**src/bpf_pkg.sv**
```systemverilog
`timescale 1ns / 1ps
// ----------------------------------------------------------------------------
// Band-pass IIR shared definitions
// Filter order, field widths, memory geometry, the binomial feedforward taps
// and the control bundle passed from the sequencer to the datapath.
// ----------------------------------------------------------------------------
package bpf_pkg;

  // Filter configuration.
  localparam int ORDER          = 2;
  localparam int COEF_FRAC_BITS = 24;
  localparam int NUM_TAPS       = 2 * ORDER + 1;
  localparam int FB_TAPS        = 2 * ORDER;

  // Field widths.
  localparam int SAMPLE_W = 16;
  localparam int COEF_W   = 32;
  localparam int GAIN_W   = 31;
  localparam int SHIFT_W  = 5;
  localparam int IDX_W    = 4;
  localparam int CFG_W    = 31;
  localparam int CFG_IX_W = 1;

  // Configuration register indexes.
  localparam logic [CFG_IX_W-1:0] REG_GAIN       = 1'd0;
  localparam logic [CFG_IX_W-1:0] REG_GAIN_SHIFT = 1'd1;

  // History memory: input ring in the lower half, output ring in the upper half.
  localparam int HA_W       = $clog2(NUM_TAPS);
  localparam int HM_W       = HA_W + 1;
  localparam int HIST_MEM_D = 2 ** HM_W;
  localparam int CA_W       = $clog2(FB_TAPS);

  // Sequencer step counter covers every tap index.
  localparam int STEP_W   = $clog2(FB_TAPS + 1);
  localparam int TAP_IX_W = (ORDER + 1 > 1) ? $clog2(ORDER + 1) : 1;

  // Datapath widths.
  localparam int TAP_W          = ORDER + 2;
  localparam int FF_W           = SAMPLE_W + ORDER + 1;
  localparam int MA_W           = COEF_W;
  localparam int MB_W           = FF_W;
  localparam int PROD_W         = MA_W + MB_W;
  localparam int FBS_W          = SAMPLE_W + COEF_W + CA_W + 1;
  localparam int ACC_W          = ((PROD_W > FBS_W) ? PROD_W : FBS_W) + 2;
  localparam int GAIN_PRE_SHIFT = GAIN_W - COEF_FRAC_BITS;

  // Binomial taps of (1 - z^-2)^ORDER, one per even lag.
  typedef logic signed [TAP_W-1:0] tap_row_t [0:ORDER];

  function automatic tap_row_t ff_taps();
    int       c [0:ORDER];
    tap_row_t r;
    for (int j = 0; j <= ORDER; j++) begin
      c[j] = (j == 0) ? 1 : 0;
    end
    // Pascal's triangle, built by additions only.
    for (int n = 1; n <= ORDER; n++) begin
      for (int j = ORDER; j >= 1; j--) begin
        if (j <= n) begin
          c[j] = c[j] + c[j-1];
        end
      end
    end
    for (int j = 0; j <= ORDER; j++) begin
      r[j] = TAP_W'(((j % 2) == 1) ? -c[j] : c[j]);
    end
    return r;
  endfunction

  localparam tap_row_t FF_TAP = ff_taps();

  // Operation tag carried down the multiply-accumulate pipeline.
  typedef enum logic [1:0] {
    OP_NONE,
    OP_FF,
    OP_FB,
    OP_GAIN
  } op_t;

  // Sequencer to datapath control bundle.
  typedef struct packed {
    op_t               op;
    logic [STEP_W-1:0] step;
    logic              clear;
    logic              finish;
    logic              hist_ok;
    logic              coef_ok;
  } dp_ctl_t;

endpackage

```
**src/bpf_ram.sv**
```systemverilog
`timescale 1ns / 1ps
// ----------------------------------------------------------------------------
// Generic RAM
// One write port and one read port, read data registered.
// ----------------------------------------------------------------------------
module bpf_ram #(
  parameter int  WIDTH = 16,
  parameter int  DEPTH = 8,
  localparam int AW    = (DEPTH > 1) ? $clog2(DEPTH) : 1
) (
  input  logic             clk,
  input  logic             we,
  input  logic [AW-1:0]    waddr,
  input  logic [WIDTH-1:0] wdata,
  input  logic [AW-1:0]    raddr,
  output logic [WIDTH-1:0] rdata
);

  logic [WIDTH-1:0] mem [DEPTH];

  // Write and registered read.
  always_ff @(posedge clk) begin
    if (we) begin
      mem[waddr] <= wdata;
    end
    rdata <= mem[raddr];
  end

endmodule

```
**src/bpf_dp.sv**
```systemverilog
`timescale 1ns / 1ps
// ----------------------------------------------------------------------------
// Band-pass IIR datapath
// Shared multiplier with a registered product, feedforward and feedback
// accumulators, the gain scaling and the rounding and saturating output stage.
// ----------------------------------------------------------------------------
module bpf_dp (
  input  logic                                clk,
  input  logic                                rst,
  input  bpf_pkg::dp_ctl_t                    ctl,
  input  logic [bpf_pkg::SAMPLE_W-1:0]        hist_rdata,
  input  logic [bpf_pkg::COEF_W-1:0]          coef_rdata,
  input  logic [bpf_pkg::GAIN_W-1:0]          gain,
  input  logic [bpf_pkg::SHIFT_W-1:0]         gain_shift,
  output logic signed [bpf_pkg::SAMPLE_W-1:0] y,
  output logic signed [bpf_pkg::SAMPLE_W-1:0] filtered
);

  localparam int ACC_W = bpf_pkg::ACC_W;
  localparam logic signed [ACC_W-1:0] SAT_HI = ACC_W'(2 ** (bpf_pkg::SAMPLE_W - 1) - 1);
  localparam logic signed [ACC_W-1:0] SAT_LO = -SAT_HI - ACC_W'(1);
  localparam logic signed [ACC_W-1:0] HALF   = ACC_W'(2 ** (bpf_pkg::COEF_FRAC_BITS - 1));

  bpf_pkg::op_t                         op1;
  bpf_pkg::op_t                         op2;
  logic [bpf_pkg::STEP_W-1:0]           step1;
  logic signed [bpf_pkg::MA_W-1:0]      ma;
  logic signed [bpf_pkg::MB_W-1:0]      mb;
  logic signed [bpf_pkg::PROD_W-1:0]    prod;
  logic signed [bpf_pkg::PROD_W-1:0]    prod_sh;
  logic signed [bpf_pkg::FF_W-1:0]      ff_acc;
  logic signed [ACC_W-1:0]              fb_acc;
  logic signed [ACC_W-1:0]              fwd;
  logic signed [ACC_W-1:0]              acc;
  logic signed [ACC_W-1:0]              yw;
  logic signed [bpf_pkg::SAMPLE_W-1:0]  x_s;
  logic signed [bpf_pkg::COEF_W-1:0]    c_s;

  // Entries never written read as zero.
  assign x_s = ctl.hist_ok ? $signed(hist_rdata) : '0;
  assign c_s = ctl.coef_ok ? $signed(coef_rdata) : '0;

  // Multiplier operand selection for the operation now in stage one.
  always_comb begin
    case (op1)
      bpf_pkg::OP_FF: begin
        ma = bpf_pkg::MA_W'(bpf_pkg::FF_TAP[step1[bpf_pkg::TAP_IX_W-1:0]]);
        mb = bpf_pkg::MB_W'(x_s);
      end
      bpf_pkg::OP_FB: begin
        ma = c_s;
        mb = bpf_pkg::MB_W'(x_s);
      end
      bpf_pkg::OP_GAIN: begin
        ma = bpf_pkg::MA_W'($signed({1'b0, gain}));
        mb = ff_acc;
      end
      default: begin
        ma = '0;
        mb = '0;
      end
    endcase
  end

  // Gain product brought to the coefficient scale, then the user shift.
  assign prod_sh = (prod >>> bpf_pkg::GAIN_PRE_SHIFT) >>> gain_shift;

  // Output: round, drop the fraction and saturate.
  assign acc = fwd - fb_acc + HALF;
  assign yw  = acc >>> bpf_pkg::COEF_FRAC_BITS;

  always_comb begin
    if (yw > SAT_HI) begin
      y = bpf_pkg::SAMPLE_W'(SAT_HI);
    end else if (yw < SAT_LO) begin
      y = bpf_pkg::SAMPLE_W'(SAT_LO);
    end else begin
      y = bpf_pkg::SAMPLE_W'(yw);
    end
  end

  // Pipeline tags.
  always_ff @(posedge clk) begin
    if (rst) begin
      op1 <= bpf_pkg::OP_NONE;
      op2 <= bpf_pkg::OP_NONE;
    end else begin
      op1 <= ctl.op;
      op2 <= op1;
    end
  end

  // Product register, accumulators and output register.
  always_ff @(posedge clk) begin
    step1 <= ctl.step;
    prod  <= ma * mb;
    if (ctl.clear) begin
      ff_acc <= '0;
      fb_acc <= '0;
    end else begin
      case (op2)
        bpf_pkg::OP_FF:   ff_acc <= ff_acc + bpf_pkg::FF_W'(prod);
        bpf_pkg::OP_FB:   fb_acc <= fb_acc + ACC_W'(prod);
        bpf_pkg::OP_GAIN: fwd    <= ACC_W'(prod_sh);
        default: ;
      endcase
    end
    if (ctl.finish) begin
      filtered <= y;
    end
  end

endmodule

```
**src/bpf_ctrl.sv**
```systemverilog
`timescale 1ns / 1ps
// ----------------------------------------------------------------------------
// Band-pass IIR sequencer
// Accepts transactions, steps the memory reads for each tap, tracks the ring
// pointers and entry valid bits, and owns the output handshake.
// ----------------------------------------------------------------------------
module bpf_ctrl (
  input  logic                             clk,
  input  logic                             rst,
  input  logic                             in_valid,
  output logic                             in_stall,
  input  logic                             mode,
  input  logic [bpf_pkg::IDX_W-1:0]        coef_index,
  input  logic [bpf_pkg::SAMPLE_W-1:0]     sample,
  input  logic [bpf_pkg::SAMPLE_W-1:0]     y,
  output logic                             out_valid,
  input  logic                             out_stall,
  output logic                             hist_we,
  output logic [bpf_pkg::HM_W-1:0]         hist_waddr,
  output logic [bpf_pkg::SAMPLE_W-1:0]     hist_wdata,
  output logic [bpf_pkg::HM_W-1:0]         hist_raddr,
  output logic                             coef_we,
  output logic [bpf_pkg::CA_W-1:0]         coef_waddr,
  output logic [bpf_pkg::CA_W-1:0]         coef_raddr,
  output bpf_pkg::dp_ctl_t                 ctl
);

  localparam int HA_W   = bpf_pkg::HA_W;
  localparam int CA_W   = bpf_pkg::CA_W;
  localparam int STEP_W = bpf_pkg::STEP_W;

  typedef enum logic [2:0] {
    S_IDLE,
    S_FF,
    S_FB,
    S_GAIN,
    S_DRAIN,
    S_FINISH
  } state_t;

  state_t              state;
  state_t              state_next;
  logic [STEP_W-1:0]   step;
  logic [STEP_W-1:0]   step_next;
  logic [HA_W-1:0]     in_head;
  logic [HA_W-1:0]     in_head_next;
  logic [CA_W-1:0]     out_head;
  logic [CA_W-1:0]     out_head_next;
  logic                out_valid_next;
  logic                hv_q;
  logic                cv_q;
  logic                hist_valid [bpf_pkg::HIST_MEM_D];
  logic                coef_valid [bpf_pkg::FB_TAPS];
  logic                accept;
  logic                finish;
  logic                coef_in_range;
  logic [HA_W-1:0]     lag;
  logic [CA_W-1:0]     out_wr_slot;
  logic [CA_W-1:0]     out_rd_slot;

  assign in_stall      = (state != S_IDLE);
  assign accept        = in_valid && !in_stall;
  assign coef_in_range = (coef_index != '0) &&
                         (coef_index <= bpf_pkg::IDX_W'(bpf_pkg::FB_TAPS));
  assign lag           = HA_W'({step, 1'b0});

  // Output ring slots wrap at the ring size.
  assign out_wr_slot = out_head + CA_W'(1);
  assign out_rd_slot = out_head - step[CA_W-1:0];

  // Next state, memory ports and pipeline issue.
  always_comb begin
    state_next     = state;
    step_next      = step;
    in_head_next   = in_head;
    out_head_next  = out_head;
    out_valid_next = out_valid;
    hist_we        = 1'b0;
    hist_waddr     = {1'b0, in_head + HA_W'(1)};
    hist_wdata     = sample;
    hist_raddr     = {1'b0, in_head - lag};
    coef_we        = 1'b0;
    coef_waddr     = CA_W'(coef_index - bpf_pkg::IDX_W'(1));
    coef_raddr     = step[CA_W-1:0];
    ctl.op         = bpf_pkg::OP_NONE;
    ctl.clear      = 1'b0;
    ctl.step       = step;
    ctl.hist_ok    = hv_q;
    ctl.coef_ok    = cv_q;
    finish         = 1'b0;

    if (out_valid && !out_stall) begin
      out_valid_next = 1'b0;
    end

    case (state)
      S_IDLE: begin
        if (accept && !mode) begin
          // New sample goes in at the head of the input ring.
          hist_we      = 1'b1;
          in_head_next = in_head + HA_W'(1);
          ctl.clear    = 1'b1;
          step_next    = '0;
          state_next   = S_FF;
        end else if (accept && mode && coef_in_range) begin
          coef_we = 1'b1;
        end
      end
      S_FF: begin
        ctl.op = bpf_pkg::OP_FF;
        if (step == STEP_W'(bpf_pkg::ORDER)) begin
          step_next  = '0;
          state_next = S_FB;
        end else begin
          step_next = step + STEP_W'(1);
        end
      end
      S_FB: begin
        // Output lag step+1 pairs with coefficient entry step.
        ctl.op     = bpf_pkg::OP_FB;
        hist_raddr = {1'b1, HA_W'(out_rd_slot)};
        if (step == STEP_W'(bpf_pkg::FB_TAPS - 1)) begin
          step_next  = '0;
          state_next = S_GAIN;
        end else begin
          step_next = step + STEP_W'(1);
        end
      end
      S_GAIN: begin
        ctl.op     = bpf_pkg::OP_GAIN;
        step_next  = '0;
        state_next = S_DRAIN;
      end
      S_DRAIN: begin
        // Let the gain product and last feedback term land.
        if (step == STEP_W'(1)) begin
          state_next = S_FINISH;
        end else begin
          step_next = step + STEP_W'(1);
        end
      end
      S_FINISH: begin
        if (!(out_valid && out_stall)) begin
          finish         = 1'b1;
          hist_we        = 1'b1;
          hist_waddr     = {1'b1, HA_W'(out_wr_slot)};
          hist_wdata     = y;
          out_head_next  = out_wr_slot;
          out_valid_next = 1'b1;
          state_next     = S_IDLE;
        end
      end
      default: begin
        state_next = S_IDLE;
      end
    endcase

    ctl.finish = finish;
  end

  // State, pointers, valid bits and registered outputs.
  always_ff @(posedge clk) begin
    if (rst) begin
      state     <= S_IDLE;
      step      <= '0;
      in_head   <= '0;
      out_head  <= '0;
      out_valid <= 1'b0;
      hv_q      <= 1'b0;
      cv_q      <= 1'b0;
      for (int i = 0; i < bpf_pkg::HIST_MEM_D; i++) begin
        hist_valid[i] <= 1'b0;
      end
      for (int i = 0; i < bpf_pkg::FB_TAPS; i++) begin
        coef_valid[i] <= 1'b0;
      end
    end else begin
      state     <= state_next;
      step      <= step_next;
      in_head   <= in_head_next;
      out_head  <= out_head_next;
      out_valid <= out_valid_next;
      hv_q      <= hist_valid[hist_raddr];
      cv_q      <= coef_valid[coef_raddr];
      if (hist_we) begin
        hist_valid[hist_waddr] <= 1'b1;
      end
      if (coef_we) begin
        coef_valid[coef_waddr] <= 1'b1;
      end
    end
  end

  // A result is only produced into a free output register.
  a_finish_free: assert property (@(posedge clk) disable iff (rst)
    finish |-> !(out_valid && out_stall))
    else $error("result produced while output register held");

  // The tap reads of the history never overlap a history write.
  a_no_rw_overlap: assert property (@(posedge clk) disable iff (rst)
    (state == S_FF || state == S_FB) |-> !hist_we)
    else $error("history write during tap reads");

  // An accepted sample starts the feedforward pass next cycle.
  a_sample_starts: assert property (@(posedge clk) disable iff (rst)
    (accept && !mode) |=> (state == S_FF))
    else $error("sample transaction did not start the filter pass");

  // The output valid rises only after a finish.
  a_valid_source: assert property (@(posedge clk) disable iff (rst)
    $rose(out_valid) |-> $past(finish))
    else $error("output valid raised without a result");

endmodule

```
**src/bandpass_iir_direct_form.sv**
```systemverilog
`timescale 1ns / 1ps
// ----------------------------------------------------------------------------
// Band-pass IIR filter, direct form I
// Signed 16-bit samples through a (1 - z^-2)^ORDER feedforward section, gain
// scaling and a loaded feedback section, saturated to 16 bits.
// ----------------------------------------------------------------------------
// A sample transaction steps through the feedforward, feedback, gain, drain
// and finish states from acceptance until the block accepts again; a
// coefficient load produces no result. The pace is set by the single shared
// multiplier and the single read port of the history memory: one feedforward
// tap or one feedback tap is read and multiplied per cycle, followed by the
// gain multiply and a pipeline drain. Input and output histories
// live in one RAM as two rings and the feedback coefficients in a second RAM;
// per-entry valid bits, cleared by reset, make every history and coefficient
// read as zero until written, so the block is usable right after reset with
// no clearing pass. A finished result sits in an output register, and the
// next transaction is accepted while it waits to be taken. Configuration
// writes are meant for idle periods.
// ----------------------------------------------------------------------------
module bandpass_iir_direct_form (
  input  logic                                clk,
  input  logic                                rst,
  input  logic                                cfg_wr_en,
  input  logic [bpf_pkg::CFG_IX_W-1:0]        cfg_index,
  input  logic [bpf_pkg::CFG_W-1:0]           cfg_data,
  input  logic                                in_valid,
  output logic                                in_stall,
  input  logic                                mode,
  input  logic signed [bpf_pkg::SAMPLE_W-1:0] sample,
  input  logic [bpf_pkg::IDX_W-1:0]           coef_index,
  input  logic signed [bpf_pkg::COEF_W-1:0]   coef_value,
  output logic                                out_valid,
  input  logic                                out_stall,
  output logic signed [bpf_pkg::SAMPLE_W-1:0] filtered
);

  logic [bpf_pkg::GAIN_W-1:0]    gain;
  logic [bpf_pkg::SHIFT_W-1:0]   gain_shift;
  logic                          hist_we;
  logic [bpf_pkg::HM_W-1:0]      hist_waddr;
  logic [bpf_pkg::SAMPLE_W-1:0]  hist_wdata;
  logic [bpf_pkg::HM_W-1:0]      hist_raddr;
  logic [bpf_pkg::SAMPLE_W-1:0]  hist_rdata;
  logic                          coef_we;
  logic [bpf_pkg::CA_W-1:0]      coef_waddr;
  logic [bpf_pkg::CA_W-1:0]      coef_raddr;
  logic [bpf_pkg::COEF_W-1:0]    coef_rdata;
  logic signed [bpf_pkg::SAMPLE_W-1:0] y;
  bpf_pkg::dp_ctl_t              ctl;

  // Configuration registers.
  always_ff @(posedge clk) begin
    if (rst) begin
      gain       <= '1;
      gain_shift <= '0;
    end else if (cfg_wr_en) begin
      case (cfg_index)
        bpf_pkg::REG_GAIN:       gain       <= cfg_data[bpf_pkg::GAIN_W-1:0];
        bpf_pkg::REG_GAIN_SHIFT: gain_shift <= cfg_data[bpf_pkg::SHIFT_W-1:0];
        default: ;
      endcase
    end
  end

  // Input and output history rings.
  bpf_ram #(
    .WIDTH (bpf_pkg::SAMPLE_W),
    .DEPTH (bpf_pkg::HIST_MEM_D)
  ) u_hist_ram (
    .clk   (clk),
    .we    (hist_we),
    .waddr (hist_waddr),
    .wdata (hist_wdata),
    .raddr (hist_raddr),
    .rdata (hist_rdata)
  );

  // Feedback coefficients.
  bpf_ram #(
    .WIDTH (bpf_pkg::COEF_W),
    .DEPTH (bpf_pkg::FB_TAPS)
  ) u_coef_ram (
    .clk   (clk),
    .we    (coef_we),
    .waddr (coef_waddr),
    .wdata (coef_value),
    .raddr (coef_raddr),
    .rdata (coef_rdata)
  );

  // Sequencer.
  bpf_ctrl u_ctrl (
    .clk        (clk),
    .rst        (rst),
    .in_valid   (in_valid),
    .in_stall   (in_stall),
    .mode       (mode),
    .coef_index (coef_index),
    .sample     (sample),
    .y          (y),
    .out_valid  (out_valid),
    .out_stall  (out_stall),
    .hist_we    (hist_we),
    .hist_waddr (hist_waddr),
    .hist_wdata (hist_wdata),
    .hist_raddr (hist_raddr),
    .coef_we    (coef_we),
    .coef_waddr (coef_waddr),
    .coef_raddr (coef_raddr),
    .ctl        (ctl)
  );

  // Multiply-accumulate datapath.
  bpf_dp u_dp (
    .clk        (clk),
    .rst        (rst),
    .ctl        (ctl),
    .hist_rdata (hist_rdata),
    .coef_rdata (coef_rdata),
    .gain       (gain),
    .gain_shift (gain_shift),
    .y          (y),
    .filtered   (filtered)
  );

endmodule
```
**config.mk**
```make
export PLATFORM = sky130hd
export DESIGN_NAME = bandpass_iir_direct_form
export DESIGN_NICKNAME = d
export VERILOG_FILES = /design/src/bpf_pkg.sv /design/src/bpf_ram.sv /design/src/bpf_dp.sv /design/src/bpf_ctrl.sv /design/src/bandpass_iir_direct_form.sv
export SDC_FILE = /design/constraint.sdc
export NUM_CORES = 2
export LEC_CHECK = 0
export BUFFER_PORTS_ARGS = -buffer_cell sky130_fd_sc_hd__buf_2
export CORE_MARGIN = 2
export CORE_UTILIZATION = 35
export CTS_BUF_LIST = sky130_fd_sc_hd__clkbuf_16
export DETAILED_ROUTE_END_ITERATION = 8
export SLEW_MARGIN = 30
export SYNTH_ARGS = -nofsm -noshare
export SYNTH_HDL_FRONTEND = slang
export SYNTH_SLANG_ARGS = --single-unit
```
**constraint.sdc**
```tcl
create_clock -name clk -period 8 [get_ports clk]
set_input_delay 0 -clock clk [delete_from_list [all_inputs] [get_ports clk]]
set_output_delay 0 -clock clk [all_outputs]
set_load 0.01 [all_outputs]
```
# Yosys cells after proc, flatten, opt, wreduce, memory -nomap -nowiden
# Memory sizes are Yosys's and may differ from the RTL's. A register that Yosys moved wholly into a read port is not among the register bits.
# Cells that the tools add are included.
# op_classes
n_addsub,10
n_mul,1
magnitude_cmp,4
n_eq_ne,20
shifts,1
n_mux,53
bitwise_logic,4
reduce_logical,24
# op_table
operator,count
one-hot mux 32 bit (3 select lines),1
2-to-1 mux 16 bit,5
"adder 53 x 25 -> 53 bit, second input constant",1
adder 53 x 51 -> 53 bit,1
subtractor 51 x 53 -> 53 bit,1
multiplier 32 x 19 -> 51 bit,1
>>> shifter 44 x 5 -> 51 bit,1
one-hot mux 19 bit (2 select lines),1
2-to-1 mux 32 bit,1
"> comparator 29 x 16 -> 1 bit, second input constant",1
"< comparator 29 x 16 -> 1 bit, second input constant",1
2-to-1 mux 3 bit,9
2-to-1 mux 1 bit,24
2-to-1 mux 4 bit,6
adder 19 bit,1
one-hot mux 3 bit (6 select lines),1
one-hot mux 3 bit (5 select lines),1
"equality test 3 x 2 -> 1 bit, second input constant",4
AND reduction 2 bit,5
binary-select mux 4 bit (select 2 bit),1
"equality test 2 bit, second input constant",4
"inequality test 2 x 1 -> 1 bit, second input constant",4
logical AND 1 bit,7
"adder 3 x 1 -> 3 bit, second input constant",2
other kinds (24),33
# totals
register_bits,244
ramBits,404
output_inout_bits,18
word_cells,136
memories,4
# mem_list
memory,depth,word_bits,read_ports,rd_clocked_by_memory_dff,write_ports,line,text
u_hist_ram.mem,16,16,1,1,1,bpf_ram.sv:19,logic [WIDTH-1:0] mem [DEPTH];
u_coef_ram.mem,4,32,1,1,1,bpf_ram.sv:19,
u_ctrl.hist_valid,16,1,1,1,16,bpf_ctrl.sv:52,logic hist_valid [bpf_pkg::HIST_MEM_D];
u_ctrl.coef_valid,4,1,1,1,4,bpf_ctrl.sv:53,logic coef_valid [bpf_pkg::FB_TAPS];

# Logic depth before layout (Yosys ltp)
# logic_depth
ltp_word,13
mapped_depth,36

# By module
# Synthesis repeated with hierarchy kept, for this count alone.
# hier_totals
cells_unflattened,5148
hier_area_um2,54414.7
# by_module_without_submodules
module,n_inst,cells_each,area_per_inst_um2
bpf_dp,1,4094,35522.8
bpf_ram (u_hist_ram),1,432,10043.4
bpf_ram (u_coef_ram),1,203,5330.1
bpf_ctrl,1,261,2028.2
bandpass_iir_direct_form,1,158,1490.2

# Worst setup path after synthesis
# No wires, ideal clock.
# synth_path
path_kind,register to register
startpoint,register u_dp.op1[0]
endpoint,register u_dp.prod[48] in the netlist's numbering
setup_time_ps,128
t_arrival_ps,8258
required_ps,7872
setup_slack_ps,-386
stages_incl_launch_ff,37
n_path_buf,3
period_less_slack_ps,8386
cell_sequence,dfxtp_1 > inv_1 > ha_1 > and2_1 > clkbuf_1 > clkbuf_1 > a22oi_1 > nor2_1 > clkbuf_1 > nand2_1 > fa_1 > inv_1 > fa_1 > inv_1 > fa_1 > inv_1 > fa_1 > fa_1 > fa_1 > inv_1 > fa_1 > inv_1 > ha_1 > nor3_1 > nor2_1 > o41ai_1 > o21ai_0 > o2111ai_1 > nor3b_1 > o211ai_1 > a41o_1 > nand2_1 > a311oi_1 > a21o_1 > and4b_1 > a31oi_1 > o211ai_1
# synth_between
elab_chain_len,4
# synth_lines
item,line,text
from (decl),bpf_dp.sv:24,bpf_pkg::op_t op1;
from (signal assigned),bpf_dp.sv:85,op1 <= bpf_pkg::OP_NONE;
from (signal assigned),bpf_dp.sv:88,op1 <= ctl.op;
equality test 2 x 1 -> 1 bit or equality test 2 bit (tied branches),bpf_dp.sv:45,case (op1)
OR reduction 2 bit (no line),--,
one-hot mux 19 bit (2 select lines),bpf_dp.sv:45,
multiplier 32 x 19 -> 51 bit (*),bpf_dp.sv:96,prod <= ma * mb;
to (signal assigned),bpf_dp.sv:96,
to (decl),bpf_dp.sv:29,logic signed [bpf_pkg::PROD_W-1:0] prod;
# Mark *: on every way between the ends. The rest lies on a longest branch, timed or not.
# A chain may end at the register's enable or synchronous reset.

# Worst setup path in the final report
# layout_path
startpoint,register u_dp.op1[1]
endpoint,register u_dp.prod[48] in the netlist's numbering
# The elaborated chain is that of the path after synthesis.

==> results.sh <==
export IMPL_violations="negative setup slack"
export IMPL_rsz0062_at_grt="yes"
export IMPL_drt_iter0_drc=3282
export IMPL_syn_avg_cell_area_um2=10.26
export IMPL_required_ns=8.58
export IMPL_dp_cells=7335
export IMPL_syn_inst=5053
export IMPL_clk_latency_ns=0.71
export IMPL_cts_tree="built"
export IMPL_period_needed_ns=8.168
export IMPL_ys_seq_area_frac=0.3149
export IMPL_min_delay_start="coef_index[3]"
export IMPL_skew_ns=0.06612
export IMPL_async_reset_ff_frac=0
export IMPL_rows=141
export IMPL_final_util=0.4249
export IMPL_power_mw=7.596
export IMPL_dpl_hpwl_mm=126.3
export IMPL_nets=6618
export IMPL_die_h_um=388.8
export IMPL_diodes=0
export IMPL_post_dp_cell_area_um2=58100
export IMPL_slew_violations=0
export IMPL_grt_overflow_total=0
export IMPL_crit_path_end_kind="register"
export IMPL_grtUsageTotal=0.2103
export IMPL_grt_first_pass_wirelength_mm=242.7
export IMPL_root_buffer="clkbuf_16"
export IMPL_final_layout_size_suffix_gt1_frac=0.1841
export IMPL_tightestPinTransition_ns=0.9830
export IMPL_syn_nets=6062
export IMPL_fmax_ghz=0.1224
export IMPL_worstReg2RegStart="u_dp.op1[1]"
export IMPL_reg2reg_setup_slack_ns=-0.17
export IMPL_wire_per_inst_um=21.23
export IMPL_io_buffers=107
export IMPL_synth_top_area_frac=0.2287
export IMPL_grt_pass1_vias=40150
export IMPL_layoutNonFillerInstCount=7594
export IMPL_p_per_area_nw_per_um2=121.4
export IMPL_antenna_found_initial=11
export IMPL_min_path_type="in -> reg"
export IMPL_finalSetupViolCount=1
export IMPL_htreeDepth=3
export IMPL_worstSetupPathType="reg -> reg"
export IMPL_tns_ns=-0.1683
export IMPL_drc=0
export IMPL_slew_headroom=0.3447
export IMPL_hold_violations=0
export IMPL_yosys_warnings=0
export IMPL_routed_wl_mm=161.2
export IMPL_path_common_cell="fa_1"
export IMPL_synth_area_leaders="fa_1 (23%), edfxtp_1 (22%), dfxtp_1 (9.2%)"
export IMPL_r2r_end="u_dp.prod[48]"
export IMPL_arrival_ns=8.74
export IMPL_start_util=0.3518
export IMPL_yosys_area_top_type="fa_1"
export IMPL_synth_distinct_cells=91
export IMPL_gp_congestion=0.9591
export IMPL_synth_seq_cells=623
export IMPL_coreArea_um2=147300
export IMPL_holdPathStages=4
export IMPL_status="finished, violations left"
export IMPL_design_area_um2=62590
export IMPL_min_to="u_ctrl.coef_valid[3]"
export IMPL_leakagePower_nw=27.79
export IMPL_worstRegToRegCells=36
export IMPL_die_w_um=388.8
export IMPL_via_per_inst=5.214
export IMPL_maxCapViolations=0
export IMPL_clockBufferDepth=3
export IMPL_postRouteAntennaNets=0
export IMPL_synth_edf_count=384
export IMPL_synth_main_ff_cell="edfxtp_1"
export IMPL_path_clk_slew_ns=0.07
export IMPL_fin_ws_ns=-0.1683
export IMPL_grt_max_degree=73
export IMPL_io_pins=108
export IMPL_drt_first_pass_iters=7
export IMPL_cts_buffers_inserted=68
export IMPL_cts_sinks=623
export IMPL_crit_fanout=10
export IMPL_vias=39590
export IMPL_startpoint_type="register"
export IMPL_die_area_um2=151200
export IMPL_crit_path_top_delay_cell="fa_1"
export IMPL_syn2layout_area_growth_pct=20.78
export IMPL_synth_area_um2=51820
export IMPL_fin_crit_sh=1.021
export IMPL_slowest_delay_ns=0.57
export IMPL_vdd_ir_drop_max_v=0.0002139
cell families after synthesis:
logic type / Yosys count / synth area share
AND/OR/NAND/NOR: 1417 / 0.1172
adder cells (fa/ha/maj): 919 / 0.3077
buffers and inverters: 917 / 0.06756
AO/OA/AOI/OAI: 838 / 0.1068
flip-flops: 623 / 0.3149
multiplexers: 201 / 0.06246
XOR/XNOR: 138 / 0.02347
layout by cell type, fill, tap and decap left out, types with 26 or more instances in the layout:
master         count
a211o_1           37
a21o_1           115
a21oi_1          236
a221o_1           29
a31oi_1           27
buf_12            38
buf_2            107
buf_4            471
clkbuf_16         71
dfxtp_1          232
dlygate4sd3_1     89
edfxtp_1         384
fa_1             575
ha_1             311
inv_1            676
mux2i_1           95
mux4_2            97
nand2_1          618
nand2b_1          26
nand3_1           51
nor2_1           466
nor2b_1           56
nor3_1            27
o21ai_0          141
xnor2_1           94
xor2_1            42
stage by stage:
step	setup slack (ns)	hold slack, ns
6_report	-0.1683	0.01329
5_1_grt	-0.4563	0.04264
4_1_cts	-0.1953	0.006953
3_5_place_dp	-0.6147	0.2077
3_3_place_gp	-0.6015	0.2034
2_1_floorplan	-0.004221	0.09887
state kept, by name (all words and copies together) (netlist names), 2 cells and up:
signal,count
u_dp.ff_acc,19
u_coef_ram.rdata,32
u_ctrl.in_head,3
u_ctrl.out_head,2
u_dp.prod,51
gain,31
u_ctrl.coef_valid,4
gain_shift,5
u_hist_ram.mem,192
u_ctrl.step,3
u_dp.fwd,44
u_dp.step1,2
u_dp.op2,2
u_dp.filtered,16
u_ctrl.state,3
u_dp.op1,2
u_hist_ram.rdata,16
u_coef_ram.mem,128
u_dp.fb_acc,53
u_ctrl.hist_valid,12
timing repair:
| item | 4_1_cts | 5_1_grt |
|---|---|---|
| setup buffers | 19 | 23 |
| hold endpoints to repair | 371 | 0 |
| setup endpoints to repair | 10 | 16 |
| pin swaps | 19 | 66 |
| hold buffers | 89 | 0 |
| resized for setup | 69 | 91 |
| cloned | 5 | 2 |
worst max-delay path, delay by kind of cell, from the launching register on:
family	cells	cell delay, ns
compound gates	11	2.01
buf+inv	10	1.24
simple gates	6	0.66
flops	1	0.34
fa+ha+maj	9	3.77
how the worst max path moves through the flow:
stage	from	endpoint	slack, ns
2_1_floorplan	u_dp.op1[0]	u_dp.prod[48]	-0.004
3_3_place_gp	u_dp.op1[0]	u_dp.prod[48]	-0.60
3_5_place_dp	u_dp.op1[0]	u_dp.prod[48]	-0.61
4_1_cts	u_dp.op1[1]	u_dp.prod[48]	-0.20
5_1_grt	u_dp.op1[1]	u_dp.prod[48]	-0.46
6_report	u_dp.op1[1]	u_dp.prod[48]	-0.17
where the power goes:
part           internal [mW]  switching, mW
clock                   1.90           1.46
sequential              3.48         0.0688
combinational          0.283          0.399
metal layers:
layer  global-route usage  vias to the layer above  part of all wire
li1                     -                    18100                 -
met1               0.2844                    19890              0.43
met2               0.3407                     1327              0.47
met3              0.03258                      276             0.067
met4              0.07860                        8             0.039
met5                    0                        -           0.00029
cells in the mapped netlist (97+ instances only):
cell      count
a21o_1      116
clkbuf_1    196
ha_1        327
dfxtp_1     239
mux4_2       97
fa_1        592
nand2_1     619
edfxtp_1    384
inv_1       678
a21oi_1     245
nor2_1      484
o21ai_0     149
final cells by class:
cell class	instances	area, um2
inverters	681	2557
fillers	13860	84720
flip-flops and latches	623	16320
clock buffers	70	1752
clock inverters	55	671.9
well taps	1930	2415
multi-input cells	3514	32880
repair buffers	721	5992
Note: power is estimated with default switching activity, not from simulation.
